**config.mk**
```make
export PLATFORM = sky130hd
export DESIGN_NAME = adaptive_rice_decoder_core_flat
export DESIGN_NICKNAME = d
export VERILOG_FILES = /design/src/rtl/core/arc_pkg.sv /design/src/rtl/core/arc_byte_if.sv /design/src/rtl/core/arc_code_if.sv /design/src/rtl/core/arc_cfg.sv /design/src/rtl/core/arc_ctrl.sv /design/src/rtl/core/arc_dp.sv /design/src/rtl/core/adaptive_rice_decoder_core.sv /design/src/flat_wrapper.sv
export SDC_FILE = /design/constraint.sdc
export NUM_CORES = 1
export LEC_CHECK = 0
export BUFFER_PORTS_ARGS = -buffer_cell sky130_fd_sc_hd__buf_2
export CORE_MARGIN = 4
export CORE_UTILIZATION = 52
export DETAILED_ROUTE_END_ITERATION = 10
export PLACE_DENSITY = 0.79
export SLEW_MARGIN = 20
export SYNTH_ARGS = -nofsm -noshare
export SYNTH_HDL_FRONTEND = slang
export SYNTH_SLANG_ARGS = --single-unit
```
**constraint.sdc**
```tcl
create_clock -name clk -period 4.71 [get_ports clk]
set_input_delay 0.471 -clock clk [delete_from_list [all_inputs] [get_ports clk]]
set_output_delay 0.471 -clock clk [all_outputs]
set_load 0.01 [all_outputs]
```
**src/rtl/core/arc_pkg.sv**
```systemverilog
// Shared types and constants of the adaptive Rice decoder.
// No dependencies; every other file of the core imports it.
package arc_pkg;

    localparam int BYTE_W          = 8;
    localparam int BIT_CNT_W       = $clog2(BYTE_W);
    localparam int VALUE_W         = 32;
    localparam int INIT_K_W        = 5;
    localparam int ADDR_W          = 4;
    localparam int DATA_W          = 32;

    localparam int DEF_MAX_K       = 16;
    localparam int DEF_VALUE_BITS  = 32;
    localparam int DEF_PREFIX_BITS = 16;

    typedef enum logic [1:0] {
        REG_INITIAL_K    = 2'd0,
        REG_ADAPT_ENABLE = 2'd1,
        REG_SIGNED_MODE  = 2'd2
    } reg_idx_t;

    typedef enum logic [1:0] {
        ST_IDLE,
        ST_BITS,
        ST_FLUSH
    } state_t;

    typedef struct packed {
        logic [INIT_K_W-1:0] initial_k;
        logic                adapt_enable;
        logic                signed_mode;
        logic                k_load;
    } cfg_t;

    // controller -> datapath
    typedef struct packed {
        logic load;
        logic step;
        logic flush;
    } cmd_t;

    // datapath -> controller
    typedef struct packed {
        logic emit_now;
        logic pend_valid;
        logic out_free;
    } stat_t;

endpackage

```
**src/rtl/core/arc_byte_if.sv**
```systemverilog
// Input channel of the adaptive Rice decoder: one compressed byte per beat.
// Depends on arc_pkg.
interface arc_byte_if import arc_pkg::*; ();
    logic              valid;
    logic              ready;
    logic [BYTE_W-1:0] code_byte;
    logic              restart;

    modport source (output valid, output code_byte, output restart, input ready);
    modport sink   (input valid, input code_byte, input restart, output ready);
endinterface

```
**src/rtl/core/arc_code_if.sv**
```systemverilog
// Output channel of the adaptive Rice decoder: one decoded code per beat.
// Depends on arc_pkg.
interface arc_code_if import arc_pkg::*; ();
    logic               valid;
    logic               ready;
    logic [VALUE_W-1:0] value;
    logic               overflow;
    logic               last_of_byte;

    modport source (output valid, output value, output overflow, output last_of_byte,
                    input ready);
    modport sink   (input valid, input value, input overflow, input last_of_byte,
                    output ready);
endinterface

```
**src/rtl/core/arc_cfg.sv**
```systemverilog
// APB register block: initial_k, adapt_enable, signed_mode.
// Depends on arc_pkg.
module arc_cfg import arc_pkg::*;
(
    input  logic              clk,
    input  logic              rst_n,
    input  logic              psel,
    input  logic              penable,
    input  logic              pwrite,
    input  logic [ADDR_W-1:0] paddr,
    input  logic [DATA_W-1:0] pwdata,
    output logic [DATA_W-1:0] prdata,
    output logic              pready,
    output cfg_t              cfg
);

    logic [INIT_K_W-1:0] initial_k_reg, initial_k_next;
    logic                adapt_reg, adapt_next;
    logic                signed_reg, signed_next;
    logic                k_load_reg, k_load_next;
    logic                wr;
    reg_idx_t            idx;

    assign pready = 1'b1;
    assign wr     = psel && penable && pwrite;
    assign idx    = reg_idx_t'(paddr[ADDR_W-1:2]);

    always_comb
    begin
        initial_k_next = initial_k_reg;
        adapt_next     = adapt_reg;
        signed_next    = signed_reg;
        k_load_next    = 1'b0;
        if (wr)
        begin
            case (idx)
                REG_INITIAL_K:
                begin
                    initial_k_next = pwdata[INIT_K_W-1:0];
                    k_load_next    = 1'b1;
                end
                REG_ADAPT_ENABLE: adapt_next  = pwdata[0];
                REG_SIGNED_MODE:  signed_next = pwdata[0];
                default: ;
            endcase
        end
    end

    always_comb
    begin
        case (idx)
            REG_INITIAL_K:    prdata = DATA_W'(initial_k_reg);
            REG_ADAPT_ENABLE: prdata = DATA_W'(adapt_reg);
            REG_SIGNED_MODE:  prdata = DATA_W'(signed_reg);
            default:          prdata = '0;
        endcase
    end

    always_ff @(posedge clk or negedge rst_n)
    begin
        if (!rst_n)
        begin
            initial_k_reg <= '0;
            adapt_reg     <= 1'b1;
            signed_reg    <= 1'b0;
            k_load_reg    <= 1'b0;
        end
        else
        begin
            initial_k_reg <= initial_k_next;
            adapt_reg     <= adapt_next;
            signed_reg    <= signed_next;
            k_load_reg    <= k_load_next;
        end
    end

    // k_load rises in the cycle after the write, when initial_k holds the new value
    assign cfg.initial_k    = initial_k_reg;
    assign cfg.adapt_enable = adapt_reg;
    assign cfg.signed_mode  = signed_reg;
    assign cfg.k_load       = k_load_reg;

endmodule

```
**src/rtl/core/arc_ctrl.sv**
```systemverilog
// Byte sequencer: accepts a byte, steps its eight bits, flushes the held code.
// Depends on arc_pkg.
module arc_ctrl import arc_pkg::*;
(
    input  logic  clk,
    input  logic  rst_n,
    input  logic  in_valid,
    output logic  in_ready,
    input  stat_t stat,
    output cmd_t  cmd
);

    state_t                 state_reg, state_next;
    logic [BIT_CNT_W-1:0]   cnt_reg, cnt_next;
    logic                   flush_ok;

    assign flush_ok = !stat.pend_valid || stat.out_free;

    always_comb
    begin
        state_next = state_reg;
        cnt_next   = cnt_reg;
        in_ready   = 1'b0;
        cmd        = '0;
        case (state_reg)
            ST_IDLE:
            begin
                in_ready = 1'b1;
                if (in_valid)
                begin
                    cmd.load   = 1'b1;
                    cnt_next   = BIT_CNT_W'(BYTE_W - 1);
                    state_next = ST_BITS;
                end
            end
            ST_BITS:
            begin
                // hold the bit while a second code would need a busy output register
                if (!(stat.emit_now && stat.pend_valid && !stat.out_free))
                begin
                    cmd.step = 1'b1;
                    if (cnt_reg == '0)
                        state_next = ST_FLUSH;
                    else
                        cnt_next = cnt_reg - 1'b1;
                end
            end
            ST_FLUSH:
            begin
                if (flush_ok)
                begin
                    cmd.flush = stat.pend_valid;
                    in_ready  = 1'b1;
                    if (in_valid)
                    begin
                        cmd.load   = 1'b1;
                        cnt_next   = BIT_CNT_W'(BYTE_W - 1);
                        state_next = ST_BITS;
                    end
                    else
                    begin
                        state_next = ST_IDLE;
                    end
                end
            end
            default: state_next = ST_IDLE;
        endcase
    end

    always_ff @(posedge clk or negedge rst_n)
    begin
        if (!rst_n)
        begin
            state_reg <= ST_IDLE;
            cnt_reg   <= '0;
        end
        else
        begin
            state_reg <= state_next;
            cnt_reg   <= cnt_next;
        end
    end

endmodule

```
**src/rtl/core/arc_dp.sv**
```systemverilog
// Datapath: bit shifter, prefix/remainder state, k adaptation, held code and
// output register.  Depends on arc_pkg and arc_code_if.
module arc_dp import arc_pkg::*;
#(
    parameter int MAX_K       = DEF_MAX_K,
    parameter int VALUE_BITS  = DEF_VALUE_BITS,
    parameter int PREFIX_BITS = DEF_PREFIX_BITS
)
(
    input  logic              clk,
    input  logic              rst_n,
    input  cfg_t              cfg,
    input  cmd_t              cmd,
    output stat_t             stat,
    input  logic [BYTE_W-1:0] code_byte,
    input  logic              restart,
    arc_code_if.source        codes
);

    localparam int K_W    = $clog2(MAX_K + 1);
    localparam int LOG_W  = $clog2(PREFIX_BITS);
    localparam int SUM_W  = K_W + LOG_W;
    localparam int FULL_W = PREFIX_BITS + MAX_K + VALUE_BITS;

    function automatic logic [LOG_W-1:0] flog2(input logic [PREFIX_BITS-1:0] x);
        logic [LOG_W-1:0] n;
        n = '0;
        for (int i = 1; i < PREFIX_BITS; i++)
        begin
            if (x[i])
                n = LOG_W'(i);
        end
        return n;
    endfunction

    logic [BYTE_W-1:0]      byte_reg, byte_next;
    logic [K_W-1:0]         cur_k_reg, cur_k_next;
    logic [K_W-1:0]         code_k_reg, code_k_next;
    logic [PREFIX_BITS-1:0] prefix_reg, prefix_next;
    logic [MAX_K-1:0]       rem_reg, rem_next;
    logic [K_W-1:0]         left_reg, left_next;
    logic                   in_rem_reg, in_rem_next;
    logic                   ovf_seen_reg, ovf_seen_next;
    logic                   pend_valid_reg, pend_valid_next;
    logic [VALUE_W-1:0]     pend_value_reg, pend_value_next;
    logic                   pend_ovf_reg, pend_ovf_next;
    logic                   out_valid_reg, out_valid_next;
    logic [VALUE_W-1:0]     out_value_reg, out_value_next;
    logic                   out_ovf_reg, out_ovf_next;
    logic                   out_last_reg, out_last_next;

    logic                   bit_in;
    logic [K_W-1:0]         init_k_clamped;
    logic [K_W-1:0]         kk;
    logic [MAX_K:0]         rem_cat;
    logic [MAX_K-1:0]       rem_shift;
    logic                   emit_now;
    logic                   out_free;
    logic [K_W-1:0]         ek;
    logic [MAX_K-1:0]       erem;
    logic [FULL_W-1:0]      full;
    logic                   new_ovf;
    logic [VALUE_BITS-1:0]  u;
    logic [VALUE_BITS-1:0]  zz;
    logic [VALUE_W-1:0]     new_value;
    logic [LOG_W-1:0]       lg;
    logic [SUM_W-1:0]       nk;
    logic [K_W-1:0]         k_up;
    logic [K_W-1:0]         k_adapted;

    assign bit_in         = byte_reg[BYTE_W-1];
    assign init_k_clamped = (cfg.initial_k > INIT_K_W'(MAX_K)) ? K_W'(MAX_K)
                                                              : cfg.initial_k[K_W-1:0];
    assign kk             = cfg.adapt_enable ? cur_k_reg : init_k_clamped;
    assign rem_cat        = {rem_reg, bit_in};
    assign rem_shift      = rem_cat[MAX_K-1:0];
    assign emit_now       = in_rem_reg ? (left_reg == K_W'(1)) : (!bit_in && (kk == '0));
    assign out_free       = !out_valid_reg || codes.ready;

    // value of the code that closes on this bit
    assign ek        = in_rem_reg ? code_k_reg : '0;
    assign erem      = in_rem_reg ? rem_shift : '0;
    assign full      = (FULL_W'(prefix_reg) << ek) | FULL_W'(erem);
    assign new_ovf   = ovf_seen_reg || (|full[FULL_W-1:VALUE_BITS]);
    assign u         = full[VALUE_BITS-1:0];
    assign zz        = (u >> 1) ^ {VALUE_BITS{u[0]}};
    assign new_value = cfg.signed_mode ? VALUE_W'($signed(zz)) : VALUE_W'(u);

    // k after the code: down on q == 0, up by floor(log2 q) on q > 1
    assign lg   = flog2(prefix_reg);
    assign nk   = SUM_W'(cur_k_reg) + SUM_W'(lg);
    assign k_up = (nk > SUM_W'(MAX_K)) ? K_W'(MAX_K) : nk[K_W-1:0];

    always_comb
    begin
        k_adapted = cur_k_reg;
        if (prefix_reg == '0)
        begin
            if (cur_k_reg != '0)
                k_adapted = cur_k_reg - 1'b1;
        end
        else if (|prefix_reg[PREFIX_BITS-1:1])
        begin
            k_adapted = k_up;
        end
    end

    always_comb
    begin
        byte_next       = byte_reg;
        cur_k_next      = cur_k_reg;
        code_k_next     = code_k_reg;
        prefix_next     = prefix_reg;
        rem_next        = rem_reg;
        left_next       = left_reg;
        in_rem_next     = in_rem_reg;
        ovf_seen_next   = ovf_seen_reg;
        pend_valid_next = pend_valid_reg;
        pend_value_next = pend_value_reg;
        pend_ovf_next   = pend_ovf_reg;
        out_valid_next  = out_valid_reg && !codes.ready;
        out_value_next  = out_value_reg;
        out_ovf_next    = out_ovf_reg;
        out_last_next   = out_last_reg;

        if (cfg.k_load)
            cur_k_next = init_k_clamped;

        if (cmd.load)
        begin
            byte_next = code_byte;
            if (restart)
            begin
                cur_k_next    = init_k_clamped;
                prefix_next   = '0;
                rem_next      = '0;
                left_next     = '0;
                in_rem_next   = 1'b0;
                ovf_seen_next = 1'b0;
            end
        end

        if (cmd.step)
        begin
            byte_next = byte_reg << 1;
            if (!in_rem_reg)
            begin
                if (bit_in)
                begin
                    if (prefix_reg == '1)
                        ovf_seen_next = 1'b1;
                    else
                        prefix_next = prefix_reg + 1'b1;
                end
                else
                begin
                    code_k_next = kk;
                    if (kk != '0)
                    begin
                        in_rem_next = 1'b1;
                        left_next   = kk;
                        rem_next    = '0;
                    end
                end
            end
            else
            begin
                rem_next  = rem_shift;
                left_next = left_reg - 1'b1;
            end

            if (emit_now)
            begin
                if (cfg.adapt_enable)
                    cur_k_next = k_adapted;
                prefix_next   = '0;
                rem_next      = '0;
                left_next     = '0;
                in_rem_next   = 1'b0;
                ovf_seen_next = 1'b0;
                // the held code is not the last of the byte: send it on
                if (pend_valid_reg)
                begin
                    out_valid_next = 1'b1;
                    out_value_next = pend_value_reg;
                    out_ovf_next   = pend_ovf_reg;
                    out_last_next  = 1'b0;
                end
                pend_valid_next = 1'b1;
                pend_value_next = new_value;
                pend_ovf_next   = new_ovf;
            end
        end

        if (cmd.flush)
        begin
            out_valid_next  = 1'b1;
            out_value_next  = pend_value_reg;
            out_ovf_next    = pend_ovf_reg;
            out_last_next   = 1'b1;
            pend_valid_next = 1'b0;
        end
    end

    always_ff @(posedge clk or negedge rst_n)
    begin
        if (!rst_n)
        begin
            cur_k_reg      <= '0;
            prefix_reg     <= '0;
            left_reg       <= '0;
            in_rem_reg     <= 1'b0;
            ovf_seen_reg   <= 1'b0;
            pend_valid_reg <= 1'b0;
            out_valid_reg  <= 1'b0;
        end
        else
        begin
            cur_k_reg      <= cur_k_next;
            prefix_reg     <= prefix_next;
            left_reg       <= left_next;
            in_rem_reg     <= in_rem_next;
            ovf_seen_reg   <= ovf_seen_next;
            pend_valid_reg <= pend_valid_next;
            out_valid_reg  <= out_valid_next;
        end
    end

    always_ff @(posedge clk)
    begin
        byte_reg       <= byte_next;
        code_k_reg     <= code_k_next;
        rem_reg        <= rem_next;
        pend_value_reg <= pend_value_next;
        pend_ovf_reg   <= pend_ovf_next;
        out_value_reg  <= out_value_next;
        out_ovf_reg    <= out_ovf_next;
        out_last_reg   <= out_last_next;
    end

    assign stat.emit_now   = emit_now;
    assign stat.pend_valid = pend_valid_reg;
    assign stat.out_free   = out_free;

    assign codes.valid        = out_valid_reg;
    assign codes.value        = out_value_reg;
    assign codes.overflow     = out_ovf_reg;
    assign codes.last_of_byte = out_last_reg;

`ifndef SYNTHESIS
    a_no_clobber_on_emit: assert property (@(posedge clk) disable iff (!rst_n)
        (cmd.step && emit_now && pend_valid_reg) |-> out_free)
        else $error("code emitted while output register busy");

    a_flush_has_room: assert property (@(posedge clk) disable iff (!rst_n)
        cmd.flush |-> (pend_valid_reg && out_free))
        else $error("flush without held code or free output register");

    a_rem_count_live: assert property (@(posedge clk) disable iff (!rst_n)
        in_rem_reg |-> (left_reg != '0))
        else $error("remainder phase with no bits left");

    a_k_in_range: assert property (@(posedge clk) disable iff (!rst_n)
        (cur_k_reg <= K_W'(MAX_K)) && (code_k_reg <= K_W'(MAX_K) || !in_rem_reg))
        else $error("k beyond MAX_K");

    a_flush_marks_last: assert property (@(posedge clk) disable iff (!rst_n)
        cmd.flush |=> (out_valid_reg && out_last_reg))
        else $error("flushed code not marked last of byte");
`endif

endmodule

```
**src/rtl/core/adaptive_rice_decoder_core.sv**
```systemverilog
// Top level of the adaptive Rice decoder: APB registers, sequencer, datapath.
// Depends on arc_pkg, arc_byte_if, arc_code_if, arc_cfg, arc_ctrl, arc_dp.
//
//   channel   dir   beat                                   handshake
//   bytes     in    code_byte[7:0], restart                valid/ready
//   codes     out   value[31:0], overflow, last_of_byte    valid/ready
//   apb       in    initial_k, adapt_enable, signed_mode   psel/penable, pready=1
//
// A byte is accepted, then its bits are stepped one bit per cycle, unless stalled,
// through the shared bit-step datapath.  Codes are held one deep so the last of a byte
// can be flagged; a busy output register stalls the bit step.  Async reset
// clears control state; k returns to 0, adaptation on, unsigned mode.
module adaptive_rice_decoder_core import arc_pkg::*;
#(
    parameter int MAX_K       = DEF_MAX_K,
    parameter int VALUE_BITS  = DEF_VALUE_BITS,
    parameter int PREFIX_BITS = DEF_PREFIX_BITS
)
(
    input  logic              clk,
    input  logic              rst_n,
    input  logic              psel,
    input  logic              penable,
    input  logic              pwrite,
    input  logic [ADDR_W-1:0] paddr,
    input  logic [DATA_W-1:0] pwdata,
    output logic [DATA_W-1:0] prdata,
    output logic              pready,
    arc_byte_if.sink          bytes,
    arc_code_if.source        codes
);

    cfg_t  cfg;
    cmd_t  cmd;
    stat_t stat;
    logic  in_ready;

    assign bytes.ready = in_ready;

    arc_cfg u_cfg (
        .clk     (clk),
        .rst_n   (rst_n),
        .psel    (psel),
        .penable (penable),
        .pwrite  (pwrite),
        .paddr   (paddr),
        .pwdata  (pwdata),
        .prdata  (prdata),
        .pready  (pready),
        .cfg     (cfg)
    );

    arc_ctrl u_ctrl (
        .clk      (clk),
        .rst_n    (rst_n),
        .in_valid (bytes.valid),
        .in_ready (in_ready),
        .stat     (stat),
        .cmd      (cmd)
    );

    arc_dp #(
        .MAX_K       (MAX_K),
        .VALUE_BITS  (VALUE_BITS),
        .PREFIX_BITS (PREFIX_BITS)
    ) u_dp (
        .clk       (clk),
        .rst_n     (rst_n),
        .cfg       (cfg),
        .cmd       (cmd),
        .stat      (stat),
        .code_byte (bytes.code_byte),
        .restart   (bytes.restart),
        .codes     (codes)
    );

endmodule
```
**src/flat_wrapper.sv**
```systemverilog
// flat-port wrapper written by rule: the top's interface ports become plain ports
module adaptive_rice_decoder_core_flat import arc_pkg::*;
#(
    parameter int MAX_K       = DEF_MAX_K,
    parameter int VALUE_BITS  = DEF_VALUE_BITS,
    parameter int PREFIX_BITS = DEF_PREFIX_BITS
)
  (clk, rst_n, psel, penable, pwrite, paddr, pwdata, prdata, pready, bytes_valid, bytes_code_byte, bytes_restart, bytes_ready, codes_valid, codes_value, codes_overflow, codes_last_of_byte, codes_ready);
  arc_byte_if bytes_i ();
  arc_code_if codes_i ();
  input  logic clk;
  input  logic rst_n;
  input  logic psel;
  input  logic penable;
  input  logic pwrite;
  input  logic [ADDR_W-1:0] paddr;
  input  logic [DATA_W-1:0] pwdata;
  output logic [DATA_W-1:0] prdata;
  output logic pready;
  input wire logic [$bits(bytes_i.valid)-1:0] bytes_valid;
  input wire logic [$bits(bytes_i.code_byte)-1:0] bytes_code_byte;
  input wire logic [$bits(bytes_i.restart)-1:0] bytes_restart;
  output wire logic [$bits(bytes_i.ready)-1:0] bytes_ready;
  output wire logic [$bits(codes_i.valid)-1:0] codes_valid;
  output wire logic [$bits(codes_i.value)-1:0] codes_value;
  output wire logic [$bits(codes_i.overflow)-1:0] codes_overflow;
  output wire logic [$bits(codes_i.last_of_byte)-1:0] codes_last_of_byte;
  input wire logic [$bits(codes_i.ready)-1:0] codes_ready;
  assign bytes_i.valid = bytes_valid;
  assign bytes_i.code_byte = bytes_code_byte;
  assign bytes_i.restart = bytes_restart;
  assign bytes_ready = bytes_i.ready;
  assign codes_valid = codes_i.valid;
  assign codes_value = codes_i.value;
  assign codes_overflow = codes_i.overflow;
  assign codes_last_of_byte = codes_i.last_of_byte;
  assign codes_i.ready = codes_ready;
  adaptive_rice_decoder_core #(.MAX_K(MAX_K), .VALUE_BITS(VALUE_BITS), .PREFIX_BITS(PREFIX_BITS)) u_core (.clk(clk), .rst_n(rst_n), .psel(psel), .penable(penable), .pwrite(pwrite), .paddr(paddr), .pwdata(pwdata), .prdata(prdata), .pready(pready), .bytes(bytes_i), .codes(codes_i));
endmodule
```
=== Yosys cells after proc, flatten, opt, wreduce, memory -nomap -nowiden ===
Cells that the tools add are included.

* Bitwise gates (word level): 4
* $lt $le $gt $ge: 2
* $add $sub $neg: 5
* Shift-type cells: 1
* Muxes and demuxes: 106
* Reduce and logical (&&, ||, !) cells: 39
* Equal/unequal tests: 13

{| class="wikitable"
|+ Operator list
! cell !! count
|-
| two-way mux 16 bit || 15
|-
| two-way mux 32 bit || 5
|-
| two-way mux 5 bit || 20
|-
| OR 64 x 16 -> 64 bit || 1
|-
| << shifter 16 x 5 -> 64 bit || 1
|-
| two-way mux 4 bit || 11
|-
| two-way mux 1 bit || 37
|-
| OR reduction 32 bit || 1
|-
| bitwise XOR 31 x 32 -> 32 bit || 1
|-
| adder 16 x 1 -> 16 bit (second input constant) || 1
|-
| == test 16 bit (second input constant) || 1
|-
| zero test 16 bit || 1
|-
| two-way mux 8 bit || 2
|-
| two-way mux 3 bit || 5
|-
| one-hot mux 5 bit (3 select lines) || 1
|-
| OR reduction 15 bit || 1
|-
| two-way mux 2 bit || 6
|-
| AND reduction 2 bit || 6
|-
| inequality test 2 bit (second input constant) || 5
|-
| inequality test 5 bit (second input constant) || 2
|-
| nonzero test 5 bit || 2
|-
| subtractor 5 x 1 -> 5 bit (second input constant) || 2
|-
| one-hot mux 3 bit (3 select lines) || 1
|-
| AND reduction 3 bit || 3
|-
| other kinds (19) || 39
|}

* Output and inout port bits: 69
* Logic and storage cells: 192
* Register bits after elaboration: 139

=== Depth between registers and ports, before layout ===
Gate-level depths: netlist of the first run.

* Depth after elaboration: 23
* Gate-level depth with buffers: 16

=== By module ===
A second synthesis of the first run with hierarchy kept.

* Cells, all modules: 885
* Area, all modules: 8672.1 sq um

{| class="wikitable"
|+ By module, submodules not included
! module !! cells an instance !! instances !! area an instance (sq um) !! seq. area each (sq um)
|-
| arc_dp || 786 || 1 || 7664.9 || 3433.3
|-
| arc_cfg || 62 || 1 || 636.9 || 201.4
|-
| arc_ctrl || 37 || 1 || 370.4 || 125.1
|}

=== Worst setup path after synthesis of the first run ===
No wires, ideal clock.

* Path type: register to register
* From: reg u_core.u_dp.cur_k_reg[2]
* To: reg u_core.u_dp.out_ovf_reg (netlist: u_core.u_dp.codes.overflow) (enable)
* Cell stages (with the launch flop): 7
* Setup slack: 1.263 ns
* Data required time: 4.287 ns
* Arrival: 3.024 ns
* Clock period less this slack: 3.447 ns
* Setup time: 0.423 ns
* Buffers on the path: 0
* Cell sequence: dfrtp_1 nor3_1 a32oi_1 o21ai_1 nand2_1 mux2_2 nor2_1

* Cells in the longest elaborated chain, start to end: 10
* Elaborated cells on any way between the ends: 11
* Those cells by class: mux: 4; reduce/logical: 7

{| class="wikitable"
|+ Ends and longest elaborated chain
! element !! line !! source
|-
| start: declaration || arc_dp.sv:37 || <nowiki>logic [K_W-1:0] cur_k_reg, cur_k_next;</nowiki>
|-
| start signal: assignment || arc_dp.sv:219 || <nowiki>cur_k_reg <= cur_k_next;</nowiki>
|-
| two-way mux 5 bit (*) || arc_dp.sv:74 || <nowiki>assign kk = cfg.adapt_enable ? cur_k_reg : init_k_clamped;</nowiki>
|-
| zero test 5 bit (*) || arc_dp.sv:77 || <nowiki>assign emit_now = in_rem_reg ? (left_reg == K_W'(1)) : (!bit_in && (kk == '0));</nowiki>
|-
| logical AND 1 bit (*) || arc_dp.sv:77 ||
|-
| two-way mux 1 bit (*) || arc_dp.sv:77 ||
|-
| logical AND 1 bit (2 in series) || arc_ctrl.sv:39 || <nowiki>if (!(stat.emit_now && stat.pend_valid && !stat.out_free))</nowiki>
|-
| two-way mux 1 bit || arc_ctrl.sv:39 ||
|-
| two-way mux 1 bit || arc_ctrl.sv:25 || <nowiki>case (state_reg)</nowiki>
|-
| nonzero test 2 bit (no line) || n/a ||
|-
| AND reduction 3 bit (no line) (*) || n/a ||
|-
| end signal: assignment || arc_dp.sv:237 || <nowiki>out_ovf_reg <= out_ovf_next;</nowiki>
|-
| end: declaration || arc_dp.sv:49 || <nowiki>logic out_ovf_reg, out_ovf_next;</nowiki>
|}

Mark *: on every way between the ends. The rest lies on a longest branch, timed or not.
A chain may end at the register's enable or synchronous reset.

=== Final worst setup path of the first run ===
* From: reg u_core.u_dp.prefix_reg[1]
* To: reg u_core.u_dp.cur_k_reg[0]

* Cells in the longest elaborated chain, start to end: 23
* Elaborated cells on any way between the ends: 28
* Those cells by class: add/sub: 1; order compare: 1; eq/ne: 2; mux: 21; reduce/logical: 3

{| class="wikitable"
|+ Ends and longest elaborated chain
! element !! line !! source
|-
| start: declaration || arc_dp.sv:39 || <nowiki>logic [PREFIX_BITS-1:0] prefix_reg, prefix_next;</nowiki>
|-
| start signal: assignment || arc_dp.sv:220 || <nowiki>prefix_reg <= prefix_next;</nowiki>
|-
| two-way mux 1 bit || arc_dp.sv:30 || <nowiki>if (x[i])</nowiki>
|-
| two-way mux 2 bit (2 in series) || arc_dp.sv:30 ||
|-
| two-way mux 3 bit || arc_dp.sv:30 ||
|-
| two-way mux 4 bit (11 in series) || arc_dp.sv:30 ||
|-
| adder 5 x 4 -> 6 bit || arc_dp.sv:91 || <nowiki>assign nk = SUM_W'(cur_k_reg) + SUM_W'(lg);</nowiki>
|-
| > comparator 6 x 5 -> 1 bit || arc_dp.sv:92 || <nowiki>assign k_up = (nk > SUM_W'(MAX_K)) ? K_W'(MAX_K) : nk[K_W-1:0];</nowiki>
|-
| two-way mux 5 bit || arc_dp.sv:92 ||
|-
| two-way mux 5 bit || arc_dp.sv:102 || <nowiki>else if (|prefix_reg[PREFIX_BITS-1:1])</nowiki>
|-
| two-way mux 5 bit || arc_dp.sv:97 || <nowiki>if (prefix_reg == '0)</nowiki>
|-
| two-way mux 5 bit || arc_dp.sv:174 || <nowiki>if (cfg.adapt_enable)</nowiki>
|-
| two-way mux 5 bit || arc_dp.sv:172 || <nowiki>if (emit_now)</nowiki>
|-
| two-way mux 5 bit || arc_dp.sv:143 || <nowiki>if (cmd.step)</nowiki>
|}

Parallel ways exist; a longest one is shown, timed or not. The select of a mux whose other input is x is not followed.

==> results.md, run 1 <==
- WL final: between 20000 and 25000 um
- VDD IR-drop max: 350.4 uV
- Vias in the first global route: 6719
- Layout cells sized above 1: 0.1575
- CP Launch Type: register
- Core ar.: 15940 um2
- Synth async-reset ratio: 0.3116
- Final ANT Viol Nets: 0
- Syn Area/Cell: a little under 10 um2
- Routability cong.: ~0.98
- Place WS: roughly 1400 ps
- Synth warn: 0
- Area grow syn2layout: 10.19%
- R2R depth: 15
- Slowest-stage cell, CP: dfrtp_1
- Slowest stage delay, CP: about 560 ps
- DRC violations left: 0
- Hold Buf Count CTS: 0
- Later-pin clock latency in the skew report: ~430 ps
- HP Class: in -> async
- Final worst-path cycle share: 0.7232
- CTS tree: yes
- Netlist cell types: just under 80
- WP data required: slightly above 5000 ps
- Post-DP HPWL: 14820 um
- Cell Area, Synth: approximately 8500 um2
- CP endpoint kind: register
- Max clock buf depth: 2
- Total of max-cap violations: 0
- Synth top area share: 0.2768
- WS Path Type: reg -> reg
- Final Hold Fails: 0
- Die height: between 100 and 150 um
- Clk sinks: 138
- Die area: between 15000 and 20000 um2
- Setup_tns: 0 ps
- Post-Synthesis Cells: 869
- Post-synth top flop: edfxtp_1
- Worst r2r src: u_core.u_dp.prefix_reg[1]$_DFF_PN0_
- Status: finished clean
- First-pass iteration count of the detailed router: 6
- Register area share after synthesis: 0.4443
- Clk_skew: 11.91 ps
- Initial antenna violation count: 0
- Post-synth top area cell: edfxtp_1
- PortBufs: between 60 and 70
- Flip-flop and latch area: about 3800 um2
- Min Tclk post-route: 3406 ps
- Initial DRC Count: 880
- Number of flops mapped to enable cells by yosys: 78
- Largest net degree at the start of global routing: 46
- Synth top area cells: edfxtp_1, dfrtp_1, mux2i_1
- WL per Instance: between 15 and 20 um
- Slew margin rel.: 0.3198
- # fillers: ~1300
- Design area: ~9300 um2
- GR Overflow Total: 0
- # resized after CTS: 0
- Placed Area: ~8800 um2
- Fmax: slightly below 300 MHz
- Die X-Extent: roughly 140 um
- Top Ports: 121
- Worst EP arrival: between 3000 and 4000 ps
- Terminus of the critical flop-to-flop path: u_core.u_dp.cur_k_reg[0]$_DFFE_PN0P_
- Max FO, Critical Path: 11
- TritonCTS Buffers: 17
- First-pass GRT wire length: 34210 um
- Final worst slack: about 1300 ps
- All-Layer GR Usage: 0.2332
- Yosys reg bits: 138
- Post-CTS setup buffers: 0
- Clock transition at path regs: 60 ps
- Vias per cell: 6.219
- Top-count cell post-synth: nand2_1
- Initial Util: 0.5308
- Diode count: 0
- RSZ-0062 raised after global routing: false
- Nets@finish: approximately 970
- Root buf cell: clkbuf_16
- Via count: approximately 7000
- Leakage power: between 3 and 4 nW
- PD cells: 617.4 nW/um2
- Area of the multi-input gates: around 4200 um2
- Crit path cell chain: nor2b_1 -> o21bai_1 -> a21oi_1 -> o21ai_0 -> a211oi_1 -> a211o_1 -> ha_1 -> inv_1 -> fa_1 -> nor2b_1 -> o21ai_0 -> nor2b_1 -> o21ai_0 -> o221ai_1 -> o211a_1
- H-tree depth: 4
- WHS: 37.92 ps
- Final Max Tran Viols: 0
- Synth cell count leaders: nand2_1, nor2_1, edfxtp_1, clkbuf_1, dfrtp_1
- Worst-Margin Slew: a little over 1000 ps
- # setup viols final: 0
- Reg2Reg Setup Slack: about 1300 ps
- # rows: between 40 and 50
## power breakdown
group	total [mW]	switching, mW	internal (mW)	leakage [nW]
registers	1.99	0.361	1.62	1.41
clock network	1.23	0.543	0.682	0.258
logic	2.55	1.58	0.968	1.99
## stage by stage
step	util	instances	power, mW
6_report	0.5848	1130	5.757
5_1_grt	0.5848	1130	6.133
4_1_cts	0.5847	1130	5.716
3_5_place_dp	0.5505	1098	4.473
3_3_place_gp	0.5505	1098	4.391
2_1_floorplan	-	895	3.871
## routing by layer
metal  part of all wire  up-vias  GRT usage
met3              0.074       62    0.04941
met2               0.47      343     0.3764
met1               0.41     3329     0.2997
li1                   -     3293          -
met5                  0        -          0
met4              0.039        0     0.1131
## cell type report
cell class              instances  share of cell area
clock buffers                  18             0.04603
clock inverters                14             0.01248
well taps                     216             0.02899
flip-flops and latches        138              0.4032
repair buffers                 74             0.04294
multi-input cells             641              0.4546
inverters                      29             0.01167
## how the worst max path moves through the flow
stage	to	cells past startpoint	from	slack, ps
6_report	u_core.u_dp.cur_k_reg[0]$_DFFE_PN0P_	15	u_core.u_dp.prefix_reg[1]$_DFF_PN0_	1300
5_1_grt	u_core.u_dp.cur_k_reg[0]$_DFFE_PN0P_	15	u_core.u_dp.prefix_reg[1]$_DFF_PN0_	870
4_1_cts	u_core.u_dp.cur_k_reg[1]$_DFFE_PN0P_	15	u_core.u_dp.prefix_reg[1]$_DFF_PN0_	1310
3_5_place_dp	u_core.u_dp.cur_k_reg[1]$_DFFE_PN0P_	15	u_core.u_dp.prefix_reg[1]$_DFF_PN0_	1360
3_3_place_gp	u_core.u_dp.cur_k_reg[1]$_DFFE_PN0P_	15	u_core.u_dp.prefix_reg[1]$_DFF_PN0_	1430
2_1_floorplan	u_core.u_dp.codes.overflow$_DFFE_PP_	6	u_core.u_dp.cur_k_reg[2]$_DFFE_PN0P_	1260
## worst max-delay path: cells and delay by family (launching register included)
family / cells / cell delay [ps]
AO/OA/AOI/OAI: 9 / 1570
adder cells (fa/ha/maj): 2 / 600
AND/OR/NAND/NOR: 3 / 510
buffers and inverters: 1 / 60
flip-flops: 1 / 560
## layout by cell type (no fill, tap or decap), types with 8 or more instances in the layout
| master | count |
|---|---|
| a211oi_1 | 13 |
| a21oi_1 | 40 |
| a22o_1 | 27 |
| a31oi_1 | 14 |
| and2_1 | 16 |
| buf_2 | 62 |
| buf_4 | 12 |
| clkbuf_16 | 17 |
| conb_1 | 28 |
| dfrtp_1 | 42 |
| dfxtp_1 | 17 |
| edfxtp_1 | 78 |
| ha_1 | 12 |
| inv_1 | 28 |
| mux2i_1 | 35 |
| mux4_2 | 10 |
| nand2_1 | 83 |
| nand2b_1 | 12 |
| nand3_1 | 22 |
| nor2_1 | 80 |
| nor3_1 | 16 |
| o211ai_1 | 14 |
| o21ai_0 | 39 |
| o221a_2 | 8 |
| o221ai_1 | 12 |
| o22ai_1 | 9 |
| xnor2_1 | 9 |
## logic make-up (layout without fill, tap and decap cells)
logic type | Yosys count | count (layout) | share of synthesized area
AND/OR/NAND/NOR | 290 | 290 | 0.1668
flip-flops | 138 | 138 | 0.4443
other | 2 | 28 | 0.0008875
multiplexers | 52 | 52 | 0.07763
buffers and inverters | 116 | 135 | 0.06669
XOR/XNOR | 11 | 11 | 0.01139
AO/OA/AOI/OAI | 247 | 247 | 0.2122
adder cells (fa/ha/maj) | 13 | 13 | 0.02011
(Power assumes the default switching activity.)
==> run 2, diff against run 1 <==
--- a/config.mk
+++ b/config.mk
@@ -5,11 +5,12 @@
 export SDC_FILE = /design/constraint.sdc
 export NUM_CORES = 1
 export LEC_CHECK = 0
+export ABC_AREA = 1
 export BUFFER_PORTS_ARGS = -buffer_cell sky130_fd_sc_hd__buf_2
 export CORE_MARGIN = 4
 export CORE_UTILIZATION = 52
 export DETAILED_ROUTE_END_ITERATION = 10
-export PLACE_DENSITY = 0.79
+export PLACE_DENSITY = 0.78
 export SLEW_MARGIN = 20
 export SYNTH_ARGS = -nofsm -noshare
 export SYNTH_HDL_FRONTEND = slang
==> constraint.sdc (replaced) <==
create_clock -name clk -period 3.5 [get_ports clk]
set_input_delay 0.35 -clock clk [delete_from_list [all_inputs] [get_ports clk]]
set_output_delay 0.35 -clock clk [all_outputs]
set_load 0.01 [all_outputs]
==> run 2 against run 1 <==
  * Wire length grew 9.7%
  * Synthesized area grew 7.2%
  * Synthesized cell count grew 43%
  * Combinational power grew 110%
  * Critical path type unchanged
==> results.md, run 2 <==
- Status: finished clean
- Synth warn: 0 (unchanged)
- VDD IR-drop max: 509.9 uV (+46%)
- Register area share after synthesis: 0.4144 (-0.02990)
- Post-CTS setup buffers: 0 (unchanged)
- Slew margin rel.: 0.4169 (+0.09712)
- Syn Area/Cell: 7.305 um2 (-25%)
- H-tree depth: 4 (unchanged)
- Post-synth top flop: edfxtp_1
- Final worst-path cycle share: 0.8791 (+0.1559)
- First-pass iteration count of the detailed router: 6 (unchanged)
- Post-synth top area cell: edfxtp_1
- Placed Area: 9280 um2 (+5.7%)
- Total of max-cap violations: 0 (unchanged)
- # rows: 48 (+4.3%)
- Setup_tns: 0 ps (unchanged)
- Initial antenna violation count: 0 (unchanged)
- PortBufs: 63 (unchanged)
- Commonest non-fill, non-tap cell in the layout: nand2_1
- # resized after CTS: 0 (unchanged)
- Synth async-reset ratio: 0.3116 (unchanged)
- Yosys reg bits: 138 (unchanged)
- Die X-Extent: 140.1 um (+3.3%)
- Utilization after layout: 0.5752 (-0.009663)
- PD cells: 990.2 nW/um2 (+60%)
- Worst-Margin Slew: 869.3 ps (-151.1 ps)
- Initial Util: 0.5282 (-0.002574)
- Worst EP arrival: 3450 ps (-270 ps)
- # setup viols final: 0 (unchanged)
- Largest net degree at the start of global routing: 44 (-4.3%)
- Clk_skew: 11.63 ps (-0.2775 ps)
- Diode count: 0 (unchanged)
- Synth top area cells: edfxtp_1, nand2_1, nand3_1
- Max FO, Critical Path: 8 (-3)
- Top-count cell post-synth: nand2_1
- All-Layer GR Usage: 0.2319 (-0.001384)
- TritonCTS Buffers: 17 (unchanged)
- Leakage power: 4.594 nW (+26%)
- HP Class: in -> reg
- CP endpoint kind: register
- Routability cong.: 0.9527 (-2.7%)
- Synth cell count leaders: nand2_1, nand3_1, edfxtp_1, o21ai_0, inv_1
- Vias in the first global route: 7716 (+15%)
- Die height: 140.1 um (+3.3%)
- Core ar.: 17180 um2 (+7.7%)
- WL final: 22930 um (+9.7%)
- Via count: 8417 (+20%)
- DRC violations left: 0 (unchanged)
- Later-pin clock latency in the skew report: 430 ps (about the same)
- Post-Synthesis Cells: 1242 (+43%)
- Layout cells sized above 1: 0.1154 (-0.04213)
- Initial DRC Count: 874 (-0.68%)
- Final Hold Fails: 0 (unchanged)
- Root buf cell: clkbuf_16
- WP data required: 3870 ps (-1160 ps)
- Min Tclk post-route: 3077 ps (-329.4 ps)
- Nets@finish: 1343 (+39%)
- Top Ports: 121 (unchanged)
- WS Path Type: reg -> reg
- Vias per cell: 5.552 (-11%)
- Final Max Tran Viols: 0 (unchanged)
- GR Overflow Total: 0 (unchanged)
- CTS tree: yes
- Cell Area, Synth: 9072 um2 (+7.2%)
- CP Launch Type: register
- Clock transition at path regs: 70 ps (about the same)
- Post-DP HPWL: 16370 um (+10%)
- First-pass GRT wire length: 37500 um (+9.6%)
- Netlist cell types: 50 (-37%)
- Fmax: 325.0 MHz (+11%)
- RSZ-0062 raised after global routing: false
- Number of flops mapped to enable cells by yosys: 78 (unchanged)
- Max clock buf depth: 2 (unchanged)
- Final ANT Viol Nets: 0 (unchanged)
- Synth top area share: 0.2582 (-0.01863)
- WL per Instance: 15.13 um (-18%)
- Clk sinks: 138 (unchanged)
- Design area: 9879 um2 (+6.0%)
- Die area: 19620 um2 (+6.8%)
- Most frequent cells in the layout: nand2_1, nand3_1, edfxtp_1
- # fillers: 1641 (+22%)
- Area grow syn2layout: 8.895%
## run 2: worst max-delay path: stages, from the launching register on
cell and delay [ps]:
dfrtp_1 500, inv_1 110, nand2_1 80, nand2_1 40
nand2_1 50, nand2_1 40, nand2_1 50, nand2_1 50
nand2_1 60, nand2_1 40, nand2_1 50, nand2_1 50
nand2_1 50, nand2_1 40, nand2_1 80, ha_1 170
inv_1 60, fa_1 510, inv_1 50, or2_2 260
nor2_1 80, nand3_1 80, nand2_1 90, and2_1 150
nand3_1 70, nand2_1 60, nand2_1 50, nand3_1 80
## run 2: cell families after synthesis
group	share of synthesized area
other	0.0008278
xor gates and xnor gates	0.01352
DFF	0.4144
buffers and inverters	0.09819
AOI/OAI and AO/OA	0.08440
adders and majority gates	0.01876
and+or+nand+nor	0.3699
## run 2: worst paths after layout
kind / to / startpoint / slack, ps / depth (start not counted)
worst max-delay path: u_core.u_dp.cur_k_reg[2]$_DFFE_PN0P_ / u_core.u_dp.prefix_reg[3]$_DFF_PN0_ / 420 / 27
min in group asynchronous: u_core.u_cfg.initial_k_reg[2]$_DFFE_PN0P_ / rst_n / 390 / 2
worst min register to register: u_core.u_dp.codes.value[24]$_DFFE_PP_ / u_core.u_dp.pend_value_reg[24]$_DFFE_PP_ / 410 / 0
max in group asynchronous: u_core.u_dp.prefix_reg[6]$_DFF_PN0_ / rst_n / 2590 / 3
worst min-delay path: u_core.u_cfg.initial_k_reg[2]$_DFFE_PN0P_ / pwdata[2] / 130 / 3
worst max register to register: u_core.u_dp.cur_k_reg[2]$_DFFE_PN0P_ / u_core.u_dp.prefix_reg[3]$_DFF_PN0_ / 420 / 27
## run 2: routing by layer
| metal | up-vias | wire length, um | GRT usage |
|---|---|---|---|
| met2 | 325 | 11050 | 0.3900 |
| li1 | 4156 | - | - |
| met3 | 69 | 1231 | 0.04370 |
| met1 | 3867 | 9663 | 0.2914 |
| met5 | - | 0 | 0 |
| met4 | 0 | 987 | 0.1035 |
## run 2: cell type report
cell class | count | area (um2) | area share
clock buffers | 17 | 425.4 | 0.04306
clock inverters | 15 | 143.9 | 0.01456
inverters | 83 | 314.1 | 0.03179
multi-input cells | 961 | 4519 | 0.4574
flip-flops and latches | 138 | 3760 | 0.3806
well taps | 225 | 281.5 | 0.02850
repair buffers | 77 | 435.4 | 0.04407
## run 2: through the flow
step	hold WS, ps	power, mW	setup WS, ps	cells
global placement	400.7	7.825	497.6	1482
global route	132.9	10.65	51.45	1516
CTS	117.9	9.731	414.1	1514
floorplan	54.41	6.855	723.5	1268
finish	128.4	9.782	423.3	1516
detailed placement	404.5	7.950	450.2	1482
## run 2: report_power, final
group          internal, mW  switching (mW)  total [mW]
sequential             2.35           0.433        2.78
clock                 0.991           0.743        1.73
combinational          1.63            3.63        5.27
total                  4.97            4.81        9.78
## run 2: timing repair
action	in CTS	in global routing
hold buffers	0	1
endpoints found under the setup margin	0	0
hold endpoints to repair	0	17
==> run 3, diff against run 2 <==
--- a/config.mk
+++ b/config.mk
@@ -10,7 +10,7 @@
 export CORE_MARGIN = 4
 export CORE_UTILIZATION = 52
 export DETAILED_ROUTE_END_ITERATION = 10
-export PLACE_DENSITY = 0.78
+export PLACE_DENSITY = 0.74
 export SLEW_MARGIN = 20
 export SYNTH_ARGS = -nofsm -noshare
 export SYNTH_HDL_FRONTEND = slang
==> constraint.sdc (replaced) <==
create_clock -name clk -period 3 [get_ports clk]
set_input_delay 0.3 -clock clk [delete_from_list [all_inputs] [get_ports clk]]
set_output_delay 0.3 -clock clk [all_outputs]
set_load 0.01 [all_outputs]
==> run 3 against run 2 <==
  * Non-clock buffer count increased by 14
  * Clock-buffer cell count increased by 3
  * Wire length decreased by 0.45%
  * Sequential power increased by 13%
  * Via count decreased by 0.12%
  * Flip-flop and latch count unchanged
  * Clock power increased by 17%
  * Die area unchanged
==> results.md, run 3 (same netlist as run 2, synthesis figures left out) <==
- Status: finished clean
- Die area: 19620 um2 (unchanged)
- Routability cong.: 0.9671 (+1.5%)
- Final Max Tran Viols: 0 (unchanged)
- VDD IR-drop max: 651.2 uV (+28%)
- WS Path Type: reg -> reg
- Vias in the first global route: 7542 (-2.3%)
- Root buf cell: clkbuf_16
- All-Layer GR Usage: 0.2333 (+0.001489)
- Diode count: 0 (unchanged)
- DRC violations left: 0 (unchanged)
- Worst EP arrival: 3210 ps (-240 ps)
- Initial antenna violation count: 0 (unchanged)
- Slowest-stage cell, CP: fa_1
- WL per Instance: 14.92 um (-1.4%)
- Initial Util: 0.5282 (unchanged)
- Core ar.: 17180 um2 (unchanged)
- Clock transition at path regs: 60 ps (about the same)
- Worst r2r src: u_core.u_dp.prefix_reg[2]$_DFF_PN0_
- Area grow syn2layout: 10.15%
- Leakage power: 4.660 nW (+1.5%)
- Slowest stage delay, CP: 510 ps (about the same)
- PortBufs: 63 (unchanged)
- WL final: 22830 um (-0.45%)
- TritonCTS Buffers: 17 (unchanged)
- Utilization after layout: 0.5818 (+0.006629)
- Post-CTS setup buffers: 0 (unchanged)
- Worst-Margin Slew: 777.4 ps (-91.85 ps)
- Later-pin clock latency in the skew report: 430 ps (about the same)
- Reg2Reg Setup Slack: 150 ps (-270 ps)
- Fmax: 351.4 MHz (+8.1%)
- Most frequent cells in the layout: nand2_1, nand3_1, edfxtp_1
- Total of max-cap violations: 0 (unchanged)
- First-pass GRT wire length: 37650 um (+0.41%)
- Flip-flop and latch area: 3760 um2 (unchanged)
- HP Class: in -> reg
- Max clock buf depth: 2 (unchanged)
- Post-DP HPWL: 16790 um (+2.5%)
- Terminus of the critical flop-to-flop path: u_core.u_dp.cur_k_reg[3]$_DFFE_PN0P_
- Slew margin rel.: 0.4785 (+0.06161)
- CP endpoint kind: register
- First-pass iteration count of the detailed router: 6 (unchanged)
- Largest net degree at the start of global routing: 44 (unchanged)
- PD cells: 1162 nW/um2 (+17%)
- Final ANT Viol Nets: 0 (unchanged)
- Max FO, Critical Path: 3 (-5)
- WP data required: 3370 ps (-500 ps)
- Nets@finish: 1357 (+1.0%)
- # setup viols final: 0 (unchanged)
- R2R depth: 29 (+7.4%)
- CP Launch Type: register
- H-tree depth: 4 (unchanged)
- Layout cells sized above 1: 0.1287 (+0.01332)
- Cell mode on critical path: nand2_1
- Total Power: 11.61 mW (+19%)
- Hold depth: 3 (unchanged)
- Largest delay share family, worst path: simple AND/OR/NAND/NOR gates
- Area of the multi-input gates: 4534 um2 (+0.33%)
- GR Overflow Total: 0 (unchanged)
- Hold_sp: pwdata[2]
- Initial DRC Count: 853 (-2.4%)
- Vias per cell: 5.495 (-1.0%)
- CP Buf/Inv Count: 4 (+1)
- Via count: 8407 (-0.12%)
- RSZ-0062 raised after global routing: true
- WHS Endpoint: u_core.u_cfg.initial_k_reg[2]$_DFFE_PN0P_
- Min Tclk post-route: 2846 ps (-231.1 ps)
- Final worst-path cycle share: 0.9485 (+0.06948)
- # fillers: 1634 (-0.43%)
- Top Ports: 121 (unchanged)
- Die height: 140.1 um (unchanged)
- Commonest non-fill, non-tap cell in the layout: nand2_1
- # rows: 48 (unchanged)
- Clk sinks: 138 (unchanged)
- CTS tree: yes
- Final Hold Fails: 0 (unchanged)
- Die X-Extent: 140.1 um (unchanged)
- Clk_skew: 8.289 ps (-3.343 ps)
[run 3: metrics by stage]
stage               area, um2  setup TNS [ps]  hold slack, ps  cells  worst slack (ps)
detailed placement       9405               0           404.5   1497             128.7
global placement         9405               0           401.1   1497             166.6
floorplan                9170               0           4.409   1268             223.5
finish                   9993               0           72.80   1530             154.4
global route             9993          -526.3           89.83   1530            -164.1
CTS                      9966               0           72.12   1529             95.09
[run 3: routing by layer]
layer / routed length [um] / track usage / vias to the layer above / share of wire
li1: - / - / 4190 / -
met1: 9764 / 0.3013 / 3871 / 0.43
met2: 11130 / 0.3986 / 296 / 0.49
met3: 1238 / 0.03756 / 50 / 0.054
met4: 693 / 0.08261 / 0 / 0.030
met5: 0 / 0 / - / 0
[run 3: worst register-to-register path: cells and delay by family (launching register included)]
family / cells / cell delay, ps
flops: 1 / 380
simple gates: 23 / 1530
fa+ha+maj: 2 / 690
buf+inv: 4 / 180
[run 3: what timing repair did]
action	CTS	global route
gates resized for setup	0	7
hold endpoints to repair	0	42
setup endpoints to repair	0	4
hold buffers	0	1
[run 3: where the power goes]
| group | switching (mW) | internal (mW) |
|---|---|---|
| clock network | 0.851 | 1.17 |
| logic | 4.36 | 2.08 |
| registers | 0.411 | 2.74 |
| total | 5.62 | 5.99 |
[run 3: final cells by class]
class                      count  share of cell area
timing repair buffer          91             0.05434
inverter                      83             0.03143
clock inverter                12             0.01139
sequential                   138              0.3762
clock buffer                  20             0.04470
multi-input combinational    961              0.4537
tap                          225             0.02817
[run 3: worst max path at each step]
| stage | end | cells after the start | startpoint | slack, ps |
|---|---|---|---|---|
| 2_1_floorplan | u_core.u_dp.cur_k_reg[2]$_DFFE_PN0P_ | 29 | u_core.u_dp.prefix_reg[2]$_DFF_PN0_ | 220 |
| 3_3_place_gp | u_core.u_dp.cur_k_reg[2]$_DFFE_PN0P_ | 28 | u_core.u_dp.prefix_reg[2]$_DFF_PN0_ | 170 |
| 3_5_place_dp | u_core.u_dp.cur_k_reg[0]$_DFFE_PN0P_ | 28 | u_core.u_dp.prefix_reg[2]$_DFF_PN0_ | 130 |
| 4_1_cts | u_core.u_dp.cur_k_reg[0]$_DFFE_PN0P_ | 28 | u_core.u_dp.prefix_reg[2]$_DFF_PN0_ | 100 |
| 5_1_grt | u_core.u_dp.cur_k_reg[3]$_DFFE_PN0P_ | 29 | u_core.u_dp.prefix_reg[2]$_DFF_PN0_ | -160 |
| 6_report | u_core.u_dp.cur_k_reg[3]$_DFFE_PN0P_ | 29 | u_core.u_dp.prefix_reg[2]$_DFF_PN0_ | 150 |
